<file path="config.mk">
export PLATFORM = sky130hd
export DESIGN_NAME = text_line_justifier_flat
export DESIGN_NICKNAME = d
export VERILOG_FILES = /design/src/hw/rtl/tlj_pkg.sv /design/src/hw/rtl/tlj_if.sv /design/src/hw/rtl/tlj_line_store.sv /design/src/hw/rtl/tlj_divider.sv /design/src/hw/rtl/text_line_justifier.sv /design/src/flat_wrapper.sv
export SDC_FILE = /design/constraint.sdc
export NUM_CORES = 2
export LEC_CHECK = 0
export BUFFER_PORTS_ARGS = -buffer_cell sky130_fd_sc_hd__buf_2
export CORE_MARGIN = 10
export CORE_UTILIZATION = 57
export DETAILED_ROUTE_END_ITERATION = 10
export PLACE_DENSITY_LB_ADDON = 0.05
export SETUP_SLACK_MARGIN = 0.1
export SYNTH_ARGS = -nofsm -noshare
export SYNTH_HDL_FRONTEND = slang
export SYNTH_SLANG_ARGS = --single-unit
</file>
<file path="constraint.sdc">
create_clock -name clock -period 4.5 [get_ports clock]
set_input_delay 0.9 -clock clock [delete_from_list [all_inputs] [get_ports clock]]
set_output_delay 0.9 -clock clock [all_outputs]
set_load 0.005 [all_outputs]
</file>
<file path="src/hw/rtl/tlj_pkg.sv">
// ----------------------------------------------------------------------------
// tlj_pkg
// Shared widths, character codes and control structs for the text line
// justifier and its line store and divider.
// ----------------------------------------------------------------------------
package tlj_pkg;

   localparam int CHAR_W      = 8;
   localparam int MAX_WIDTH   = 64;
   localparam int CNT_W       = $clog2(MAX_WIDTH + 1);
   // ring buffer: twice the line size so a line plus one byte never wraps onto itself
   localparam int ADDR_W      = CNT_W;
   localparam int STORE_DEPTH = 1 << ADDR_W;

   typedef logic [CHAR_W-1:0] char_type;
   typedef logic [CNT_W-1:0]  cnt_type;
   typedef logic [ADDR_W-1:0] addr_type;

   localparam char_type SPACE_CH   = 8'h20;
   localparam char_type NEWLINE_CH = 8'h0A;
   localparam cnt_type  NO_SPACE   = '1;
   localparam cnt_type  WIDTH_MAX  = CNT_W'(MAX_WIDTH);
   localparam cnt_type  WIDTH_MIN  = CNT_W'(1);

   // line store write and read requests
   typedef struct packed {
      logic     en;
      addr_type addr;
      char_type data;
   } store_wr_type;

   typedef struct packed {
      logic     en;
      addr_type addr;
   } store_rd_type;

   // divider command and result
   typedef struct packed {
      logic    start;
      cnt_type dividend;
      cnt_type divisor;
   } div_cmd_type;

   typedef struct packed {
      logic    done;
      cnt_type quotient;
      cnt_type remainder;
   } div_res_type;

endpackage

</file>
<file path="src/hw/rtl/tlj_if.sv">
// ----------------------------------------------------------------------------
// tlj_if
// Valid/ready channel interfaces: input words, output words and the width
// register write port.
// ----------------------------------------------------------------------------
interface tlj_req_if
   import tlj_pkg::*;
();
   logic     valid;
   logic     ready;
   char_type in_char;

   modport source (output valid, output in_char, input ready);
   modport sink   (input valid, input in_char, output ready);
endinterface

interface tlj_rsp_if
   import tlj_pkg::*;
();
   logic     valid;
   logic     ready;
   char_type out_char;
   logic     line_end;
   logic     overlong_word;

   modport source (output valid, output out_char, output line_end, output overlong_word,
                   input ready);
   modport sink   (input valid, input out_char, input line_end, input overlong_word,
                   output ready);
endinterface

interface tlj_csr_if
   import tlj_pkg::*;
();
   logic    valid;
   logic    ready;
   cnt_type line_width;

   modport source (output valid, output line_width, input ready);
   modport sink   (input valid, input line_width, output ready);
endinterface

</file>
<file path="src/hw/rtl/tlj_line_store.sv">
// ----------------------------------------------------------------------------
// tlj_line_store
// Ring buffer memory for the current line: one write port, one read port
// with registered read data.
// ----------------------------------------------------------------------------
module tlj_line_store
   import tlj_pkg::*;
(
   input  logic         clock,
   input  store_wr_type wr,
   input  store_rd_type rd,
   output char_type     rd_data
);

   char_type mem [STORE_DEPTH];
   char_type rd_data_ff;

   // write port
   always_ff @(posedge clock) begin
      if (wr.en) begin
         mem[wr.addr] <= wr.data;
      end
   end

   // read port, data holds until the next read
   always_ff @(posedge clock) begin
      if (rd.en) begin
         rd_data_ff <= mem[rd.addr];
      end
   end

   assign rd_data = rd_data_ff;

endmodule

</file>
<file path="src/hw/rtl/tlj_divider.sv">
// ----------------------------------------------------------------------------
// tlj_divider
// Repeated-subtraction divider for the padding split: quotient and
// remainder of the free columns over the space count. A zero divisor
// gives zero for both.
// ----------------------------------------------------------------------------
module tlj_divider
   import tlj_pkg::*;
(
   input  logic        clock,
   input  logic        reset,
   input  div_cmd_type cmd,
   output div_res_type res
);

   logic    busy_ff, busy_in;
   cnt_type rem_ff, rem_in;
   cnt_type quo_ff, quo_in;
   cnt_type dvs_ff, dvs_in;
   logic    finish;

   // finished when nothing more can be taken off
   assign finish = busy_ff && ((dvs_ff == '0) || (rem_ff < dvs_ff));

   always_comb begin
      busy_in = busy_ff;
      rem_in  = rem_ff;
      quo_in  = quo_ff;
      dvs_in  = dvs_ff;
      if (cmd.start) begin
         busy_in = 1'b1;
         rem_in  = cmd.dividend;
         quo_in  = '0;
         dvs_in  = cmd.divisor;
      end else if (finish) begin
         busy_in = 1'b0;
      end else if (busy_ff) begin
         rem_in = rem_ff - dvs_ff;
         quo_in = quo_ff + CNT_W'(1);
      end
   end

   always_ff @(posedge clock) begin
      if (reset) begin
         busy_ff <= 1'b0;
      end else begin
         busy_ff <= busy_in;
      end
   end

   always_ff @(posedge clock) begin
      rem_ff <= rem_in;
      quo_ff <= quo_in;
      dvs_ff <= dvs_in;
   end

   assign res.done      = finish;
   assign res.quotient  = quo_ff;
   assign res.remainder = (dvs_ff == '0) ? '0 : rem_ff;

endmodule

</file>
<file path="src/hw/rtl/text_line_justifier.sv">
// ----------------------------------------------------------------------------
// text_line_justifier
// Greedy word wrap with full justification, one input word at a time.
// ----------------------------------------------------------------------------
// Usage:
//  req_ch carries one text byte per word. A byte that fits on the line is
//  stored and the block is ready again the next cycle.
//  A byte that breaks the line (newline, or any byte on a full line) starts
//  a sequence during which req_ch.ready is low:
//    - space scan of the emitted segment, one store read per byte,
//    - padding split on the subtract-loop divider,
//    - emission of each stored byte and of the pad spaces of each gap after
//      a space and at the tail, while rsp_ch is ready,
//    - line done: the line start moves past the break and the new byte is
//      stored, unless a newline or a space on a full line emptied the line.
//  rsp_ch delivers exactly width words per line, line_end on the last one.
//  csr_ch writes the line width (clamped to 1..64) and is always ready; write
//  it only while the block is idle.
//  Reset empties the line and sets the width to 64. When rsp_ch stalls, the
//  output register holds its word and the sequencer waits.
// ----------------------------------------------------------------------------
module text_line_justifier
   import tlj_pkg::*;
(
   input  logic       clock,
   input  logic       reset,
   tlj_req_if.sink    req_ch,
   tlj_rsp_if.source  rsp_ch,
   tlj_csr_if.sink    csr_ch
);

   // sequencer states
   localparam logic [2:0] S_IDLE     = 3'd0;
   localparam logic [2:0] S_COUNT    = 3'd1;
   localparam logic [2:0] S_DIV_GO   = 3'd2;
   localparam logic [2:0] S_DIV_WAIT = 3'd3;
   localparam logic [2:0] S_RD       = 3'd4;
   localparam logic [2:0] S_CH       = 3'd5;
   localparam logic [2:0] S_PAD      = 3'd6;
   localparam logic [2:0] S_FIN      = 3'd7;

   logic [2:0] state_ff, state_in;
   cnt_type    width_ff, width_in;
   cnt_type    fill_ff, fill_in;
   cnt_type    sp_ff, sp_in;
   addr_type   base_ff, base_in;

   char_type   c_ff, c_in;
   cnt_type    len_ff, len_in;
   cnt_type    w_ff, w_in;
   cnt_type    shift_ff, shift_in;
   logic       flag_ff, flag_in;
   logic       carry_ff, carry_in;
   cnt_type    idx_ff, idx_in;
   logic       rdv_ff, rdv_in;
   cnt_type    spc_ff, spc_in;
   cnt_type    q_ff, q_in;
   cnt_type    r_ff, r_in;
   cnt_type    n_ff, n_in;
   cnt_type    pad_ff, pad_in;

   logic       out_valid_ff, out_valid_in;
   char_type   out_char_ff, out_char_in;
   logic       out_end_ff, out_end_in;
   logic       out_flag_ff, out_flag_in;

   store_wr_type st_wr;
   store_rd_type st_rd;
   char_type     st_data;
   div_cmd_type  div_cmd;
   div_res_type  div_res;

   cnt_type    eff_w;
   logic       accept;
   logic       slot_free;

   tlj_line_store u_store (
      .clock   (clock),
      .wr      (st_wr),
      .rd      (st_rd),
      .rd_data (st_data)
   );

   tlj_divider u_div (
      .clock (clock),
      .reset (reset),
      .cmd   (div_cmd),
      .res   (div_res)
   );

   // effective width, clamped
   always_comb begin
      if (width_ff == '0) begin
         eff_w = WIDTH_MIN;
      end else if (width_ff > WIDTH_MAX) begin
         eff_w = WIDTH_MAX;
      end else begin
         eff_w = width_ff;
      end
   end

   assign req_ch.ready = (state_ff == S_IDLE);
   assign accept       = req_ch.valid && req_ch.ready;
   assign csr_ch.ready = 1'b1;
   assign slot_free    = !out_valid_ff || rsp_ch.ready;

   // sequencer
   always_comb begin
      cnt_type seg_len;
      logic    seg_flag;
      logic    is_sp;

      state_in     = state_ff;
      width_in     = width_ff;
      fill_in      = fill_ff;
      sp_in        = sp_ff;
      base_in      = base_ff;
      c_in         = c_ff;
      len_in       = len_ff;
      w_in         = w_ff;
      shift_in     = shift_ff;
      flag_in      = flag_ff;
      carry_in     = carry_ff;
      idx_in       = idx_ff;
      rdv_in       = rdv_ff;
      spc_in       = spc_ff;
      q_in         = q_ff;
      r_in         = r_ff;
      n_in         = n_ff;
      pad_in       = pad_ff;
      out_valid_in = out_valid_ff && !rsp_ch.ready;
      out_char_in  = out_char_ff;
      out_end_in   = out_end_ff;
      out_flag_in  = out_flag_ff;
      st_wr        = '0;
      st_rd        = '0;
      div_cmd      = '0;
      seg_len      = '0;
      seg_flag     = 1'b0;
      is_sp        = 1'b0;

      if (csr_ch.valid) begin
         width_in = csr_ch.line_width;
      end

      unique case (state_ff)
         S_IDLE: begin
            if (accept) begin
               is_sp    = (req_ch.in_char == SPACE_CH);
               c_in     = req_ch.in_char;
               w_in     = eff_w;
               idx_in   = '0;
               rdv_in   = 1'b0;
               spc_in   = '0;
               shift_in = '0;
               carry_in = 1'b0;
               if (req_ch.in_char == NEWLINE_CH || (fill_ff >= eff_w && is_sp)) begin
                  // whole line out, then empty
                  seg_len  = fill_ff;
                  state_in = S_COUNT;
               end else if (fill_ff < eff_w) begin
                  // append to the line
                  st_wr.en   = 1'b1;
                  st_wr.addr = base_ff + ADDR_W'(fill_ff);
                  st_wr.data = req_ch.in_char;
                  fill_in    = fill_ff + CNT_W'(1);
                  if (is_sp) begin
                     sp_in = fill_ff;
                  end
               end else if (sp_ff < fill_ff) begin
                  // break at the last space
                  seg_len  = sp_ff;
                  shift_in = sp_ff + CNT_W'(1);
                  carry_in = 1'b1;
                  state_in = S_COUNT;
               end else begin
                  // word longer than the line: cut it
                  seg_len  = eff_w;
                  seg_flag = 1'b1;
                  shift_in = eff_w;
                  carry_in = 1'b1;
                  state_in = S_COUNT;
               end
               if (seg_len > eff_w) begin
                  seg_len  = eff_w;
                  seg_flag = 1'b1;
               end
               len_in  = seg_len;
               flag_in = seg_flag;
            end
         end

         // count spaces in the segment, one store read per cycle
         S_COUNT: begin
            if (idx_ff < len_ff) begin
               st_rd.en   = 1'b1;
               st_rd.addr = base_ff + ADDR_W'(idx_ff);
               idx_in     = idx_ff + CNT_W'(1);
               rdv_in     = 1'b1;
            end else begin
               rdv_in = 1'b0;
            end
            if (rdv_ff && st_data == SPACE_CH) begin
               spc_in = spc_ff + CNT_W'(1);
            end
            if (idx_ff >= len_ff && !rdv_ff) begin
               state_in = S_DIV_GO;
            end
         end

         // split the free columns over the spaces
         S_DIV_GO: begin
            div_cmd.start    = 1'b1;
            div_cmd.dividend = w_ff - len_ff;
            div_cmd.divisor  = spc_ff;
            state_in         = S_DIV_WAIT;
         end

         S_DIV_WAIT: begin
            if (div_res.done) begin
               q_in     = div_res.quotient;
               r_in     = div_res.remainder;
               idx_in   = '0;
               n_in     = '0;
               state_in = S_RD;
            end
         end

         // fetch the next stored byte, pad the tail, or finish the line
         S_RD: begin
            if (idx_ff < len_ff && n_ff < w_ff) begin
               st_rd.en   = 1'b1;
               st_rd.addr = base_ff + ADDR_W'(idx_ff);
               idx_in     = idx_ff + CNT_W'(1);
               state_in   = S_CH;
            end else if (n_ff < w_ff) begin
               pad_in   = w_ff - n_ff;
               state_in = S_PAD;
            end else begin
               state_in = S_FIN;
            end
         end

         // send a stored byte; a space opens a gap
         S_CH: begin
            if (slot_free) begin
               out_valid_in = 1'b1;
               out_char_in  = st_data;
               out_end_in   = (n_ff + CNT_W'(1) == w_ff);
               out_flag_in  = flag_ff;
               n_in         = n_ff + CNT_W'(1);
               if (spc_ff != '0 && st_data == SPACE_CH) begin
                  pad_in = q_ff + CNT_W'(r_ff != '0);
                  if (r_ff != '0) begin
                     r_in = r_ff - CNT_W'(1);
                  end
                  state_in = S_PAD;
               end else begin
                  state_in = S_RD;
               end
            end
         end

         // send pad spaces
         S_PAD: begin
            if (pad_ff == '0 || n_ff == w_ff) begin
               state_in = S_RD;
            end else if (slot_free) begin
               out_valid_in = 1'b1;
               out_char_in  = SPACE_CH;
               out_end_in   = (n_ff + CNT_W'(1) == w_ff);
               out_flag_in  = flag_ff;
               n_in         = n_ff + CNT_W'(1);
               pad_in       = pad_ff - CNT_W'(1);
            end
         end

         // drop the emitted part; on a carry keep the rest and store the new byte, else empty the line
         S_FIN: begin
            if (carry_ff) begin
               st_wr.en   = 1'b1;
               st_wr.addr = base_ff + ADDR_W'(fill_ff);
               st_wr.data = c_ff;
               base_in    = base_ff + ADDR_W'(shift_ff);
               fill_in    = fill_ff - shift_ff + CNT_W'(1);
            end else begin
               fill_in = '0;
            end
            sp_in    = NO_SPACE;
            state_in = S_IDLE;
         end
      endcase
   end

   // control state
   always_ff @(posedge clock) begin
      if (reset) begin
         state_ff     <= S_IDLE;
         width_ff     <= WIDTH_MAX;
         fill_ff      <= '0;
         sp_ff        <= NO_SPACE;
         base_ff      <= '0;
         rdv_ff       <= 1'b0;
         out_valid_ff <= 1'b0;
      end else begin
         state_ff     <= state_in;
         width_ff     <= width_in;
         fill_ff      <= fill_in;
         sp_ff        <= sp_in;
         base_ff      <= base_in;
         rdv_ff       <= rdv_in;
         out_valid_ff <= out_valid_in;
      end
   end

   // working registers and output word
   always_ff @(posedge clock) begin
      c_ff        <= c_in;
      len_ff      <= len_in;
      w_ff        <= w_in;
      shift_ff    <= shift_in;
      flag_ff     <= flag_in;
      carry_ff    <= carry_in;
      idx_ff      <= idx_in;
      spc_ff      <= spc_in;
      q_ff        <= q_in;
      r_ff        <= r_in;
      n_ff        <= n_in;
      pad_ff      <= pad_in;
      out_char_ff <= out_char_in;
      out_end_ff  <= out_end_in;
      out_flag_ff <= out_flag_in;
   end

   assign rsp_ch.valid         = out_valid_ff;
   assign rsp_ch.out_char      = out_char_ff;
   assign rsp_ch.line_end      = out_end_ff;
   assign rsp_ch.overlong_word = out_flag_ff;

endmodule

</file>
<file path="src/flat_wrapper.sv">
// flat-port wrapper written by rule: the top's interface ports become plain ports
module text_line_justifier_flat import tlj_pkg::*;
  (clock, reset, req_ch_valid, req_ch_in_char, req_ch_ready, rsp_ch_valid, rsp_ch_out_char, rsp_ch_line_end, rsp_ch_overlong_word, rsp_ch_ready, csr_ch_valid, csr_ch_line_width, csr_ch_ready);
  tlj_req_if req_ch_i ();
  tlj_rsp_if rsp_ch_i ();
  tlj_csr_if csr_ch_i ();
  input  logic clock;
  input  logic reset;
  input wire logic [$bits(req_ch_i.valid)-1:0] req_ch_valid;
  input wire logic [$bits(req_ch_i.in_char)-1:0] req_ch_in_char;
  output wire logic [$bits(req_ch_i.ready)-1:0] req_ch_ready;
  output wire logic [$bits(rsp_ch_i.valid)-1:0] rsp_ch_valid;
  output wire logic [$bits(rsp_ch_i.out_char)-1:0] rsp_ch_out_char;
  output wire logic [$bits(rsp_ch_i.line_end)-1:0] rsp_ch_line_end;
  output wire logic [$bits(rsp_ch_i.overlong_word)-1:0] rsp_ch_overlong_word;
  input wire logic [$bits(rsp_ch_i.ready)-1:0] rsp_ch_ready;
  input wire logic [$bits(csr_ch_i.valid)-1:0] csr_ch_valid;
  input wire logic [$bits(csr_ch_i.line_width)-1:0] csr_ch_line_width;
  output wire logic [$bits(csr_ch_i.ready)-1:0] csr_ch_ready;
  assign req_ch_i.valid = req_ch_valid;
  assign req_ch_i.in_char = req_ch_in_char;
  assign req_ch_ready = req_ch_i.ready;
  assign rsp_ch_valid = rsp_ch_i.valid;
  assign rsp_ch_out_char = rsp_ch_i.out_char;
  assign rsp_ch_line_end = rsp_ch_i.line_end;
  assign rsp_ch_overlong_word = rsp_ch_i.overlong_word;
  assign rsp_ch_i.ready = rsp_ch_ready;
  assign csr_ch_i.valid = csr_ch_valid;
  assign csr_ch_i.line_width = csr_ch_line_width;
  assign csr_ch_ready = csr_ch_i.ready;
  text_line_justifier u_core (.clock(clock), .reset(reset), .req_ch(req_ch_i), .rsp_ch(rsp_ch_i), .csr_ch(csr_ch_i));
endmodule
</file>
==> summary.md <==
| Metric | Value |
|---|---|
| Layout Nets | 4,081 |
| # setup viols final | 0 |
| Layout cells sized above 1 | 16.5% |
| Max-slew violation count | 0 |
| Critical path's largest stage delay | 770 ps |
| R2R depth | 10 |
| Area of the mapped netlist | 49,900 um2 |
| Critical Path Source Type | register |
| First-pass GRT wire length | 217,000 um |
| Layout area overhead | 16.4% |
| Largest net degree at the start of global routing | 129 |
| Share of the synthesized area in the top cell type | 67.9% |
| Top FF cell, synth | edfxtp_1 |
| Fin crit period | 4320 ps |
| CP Depth | 10 |
| WS Path Type | register to register |
| Total Wirelength | 150,000 um |
| Initial antenna violation count | 1 |
| Util after Layout | 66.9% |
| Crit-path leading delay family | compound AO/OA/AOI/OAI gates |
| Routed len/inst | 28.8 um |
| P_int | 20.7 mW |
| Reg2reg setup slack | 180 ps |
| Die H | 316 um |
| Area occupied by multi-input gates | 14,300 um2 |
| Sw power | 8.90 mW |
| Hold wc startpoint | req_ch_in_char[0] |
| Post-Place Worst Slack | -232 ps |
| Critical path required time | 5000 ps |
| Clock Path Buffers | 3 |
| Vias | 33.5k |
| Max Cap Viol | 0 |
| Clk_skew | 21.4 ps |
| Clk sink count | 1,170 |
| Achievable frequency | 231 MHz |
| FF-to-FF Start | u_core.idx_ff[2] |
| Port Buffer Count | 31 |
| ANT nets after route | 0 |
| Count leader, synth | edfxtp_1 |
| Register Area | 34,700 um2 |
| Critical Path End | u_core.u_store.rd_data[4] |
| Worst IR drop on VDD | 438 uV |
| Initial drt markers | 4,408 |
| Hold buffers post-CTS | 0 |
| CTS tree | done |
| Seq/Total Area, Yosys | 69.5% |
| # IOs | 33 |
| Tot GR Track Use | 29.6% |
| Worst setup path startpoint | u_core.idx_ff[2] |
| Starting density of the core | 57.5% |
| Drt drc | 0 |
| Power density cells | 510 nW/um2 |
| Post-synthesis net count | 3,756 |
| Flop pwr share | 44.2% |
| Net Sw Frac | 30.0% |
| Area after DPL | 54,200 um2 |
| Slowest-stage cell, CP | xnor2_1 |
| Logic pwr share | 23.0% |
| Post-synth top cells | 1,129 x edfxtp_1, 477 x nand2_1, 279 x nor2_1 |
| Type of destination of the critical path | register |
| R2R Path End | u_core.u_store.rd_data[4] |
| Detailed Routing Iterations Pass 1 | 6 |
| Most common cell on crit path | a311oi_1 |
| Setup WS post-layout | 179 ps |
| Root Driver | clkbuf_16 |
| Grt ovf | 0 |
| Worst-margin pin slew | 1230 ps |
| CP Buf/Inv Count | 1 |
| Site Rows | 108 |
| Synth area leader | edfxtp_1 |
| Fillers | 6,156 |
| Syn Inst Count | 3,640 |
| Clk pwr share | 32.8% |
| Leak | 20.7 nW |
| Vias/cell | 6.42 |
| Syn_area_per_cell | 13.7 um2 |
| CTS Buf Count | 117 |
| FF+latch count, synth | 1,170 |
| Cell area after layout | 58,100 um2 |
| Final GP Congestion | 0.955 |
| Synth cell types | 90 |
| Synth Warn # | 0 |
| Number of synthesized flops with an enable pin | 1,129 |
| Final Hold Fails | 0 |
| Synth area leaders | edfxtp_1 68%, mux2i_1 4.1%, nand2_1 3.6% |
| CP arrival | 4820 ps |
| Die Area | 99,800 um2 |
| Status | finished clean |
| Setup TNS | 0 ps |
| Clk Latency, worst-skew pair | 710 ps |
| Synth async-reset ratio | 0% |
| Vias in the first global route | 32.4k |
| CP cell instances | ha_1 > o21ai_0 > xnor2_1 > and3_4 > buf_4 > nand2_1 > a311oi_1 > a31oi_1 > a221o_1 > a311oi_1 |
| Relative slew slack | 16.9% |
| Die X | 316 um |
| Unrepaired setup endpoints after global routing | no |
| Clock-pin slew on the worst setup and hold paths | 60 ps |
| Core Region | 86,900 um2 |
| H-tree depth | 3 |
| Dpl hpwl | 97,900 um |
| Critical-path maximum fanout | 13 |
| Hold WC Path Type | input port to register |
| Tcrit/Tclk final | 96.0% |
## per-stage QoR
step | total power, mW | instances | hold WS [ps]
after CTS | 29.6 | 5215 | 376
after detailed placement | 19.9 | 4996 | 454
after floorplan | 17.0 | 3640 | 400
after global placement | 19.8 | 4996 | 446
final | 29.7 | 5219 | 415
after global routing | 30.5 | 5218 | 400
## cells by family after synthesis
kind of cell | Yosys count | share of synthesized area (%)
mux | 245 | 5.32
other cells | 1 | 0.00751
xor+xnor | 91 | 1.61
compound gates | 647 | 8.87
simple gates | 1109 | 9.73
flops | 1170 | 69.5
fa+ha+maj | 96 | 2.51
buf+inv | 281 | 2.41
## per-layer routing
layer	wire length, um	global-route usage, %
met4	6990	13.2
met3	15400	5.47
met2	70000	46.6
met1	58000	40.2
met5	0	0
## flip-flops by register name (all words and copies together), names as in the netlist, 7 cells and up
name,cells
u_core.w_ff,7
u_core.u_div.quo_ff,7
u_core.width_ff,7
u_core.r_ff,7
u_core.u_store.rd_data,8
u_core.spc_ff,7
u_core.len_ff,7
u_core.base_ff,7
u_core.fill_ff,7
u_core.pad_ff,7
u_core.n_ff,7
u_core.c_ff,8
u_core.sp_ff,7
u_core.u_store.mem,1024
u_core.rsp_ch.out_char,8
u_core.u_div.rem_ff,7
u_core.u_div.dvs_ff,7
u_core.q_ff,7
u_core.shift_ff,7
u_core.idx_ff,7
## cells in the final DEF (no fill, tap or decap), drive strengths merged, types with 19 or more instances in the layout
master,instances
o221ai,44
o22ai,69
edfxtp,1129
nand2,478
o21ai,94
clkinv,46
clkbuf,153
a21oi,140
o211ai,21
nor2b,20
nand4,19
xor2,35
ha,89
nor2,279
dfxtp,41
buf,405
a32oi,33
a211oi,36
and2,23
nor3,53
a31oi,41
mux2,25
inv,83
a21o,21
mux2i,206
xnor2,56
nand3,159
and3,27
## power groups by stage
| stage | logic [mW] | clock network, mW | registers [mW] |
|---|---|---|---|
| after CTS | 6.67 | 9.80 | 13.1 |
| after detailed placement | 6.62 | 0 | 13.3 |
| after global routing | 7.18 | 10.2 | 13.1 |
| final | 6.81 | 9.74 | 13.1 |
| after global placement | 6.49 | 0 | 13.3 |
| after floorplan | 3.79 | 0 | 13.2 |
## area by class of cell
class / count / share of cell area [%]
Clock inverter: 65 / 1.10
Sequential cell: 1170 / 59.7
Antenna cell: 1 / 0.00430
Timing Repair Buffer: 406 / 6.13
Multi-Input combinational cell: 2189 / 24.6
Tap cell: 1155 / 2.49
Clock buffer: 152 / 5.49
Inverter: 81 / 0.523
## timing repair
action,4_1_cts,5_1_grt
buffers inserted,2,2
gates resized for setup,4,19
pin swaps,1,4
endpoints found under the hold margin,0,0
gates cloned,0,1
endpoints found under the setup margin,11,15
## how the worst min path moves through the flow
stage | endpoint | slack [ps] | cells after the start
2_1_floorplan | u_core.rsp_ch.overlong_word | 400 | 0
3_3_place_gp | u_core.q_ff[6] | 450 | 0
3_5_place_dp | u_core.q_ff[6] | 450 | 0
4_1_cts | u_core.c_ff[0] | 380 | 1
5_1_grt | u_core.c_ff[0] | 400 | 1
6_report | u_core.c_ff[0] | 410 | 1
Power figures use the tool's default switching activity.
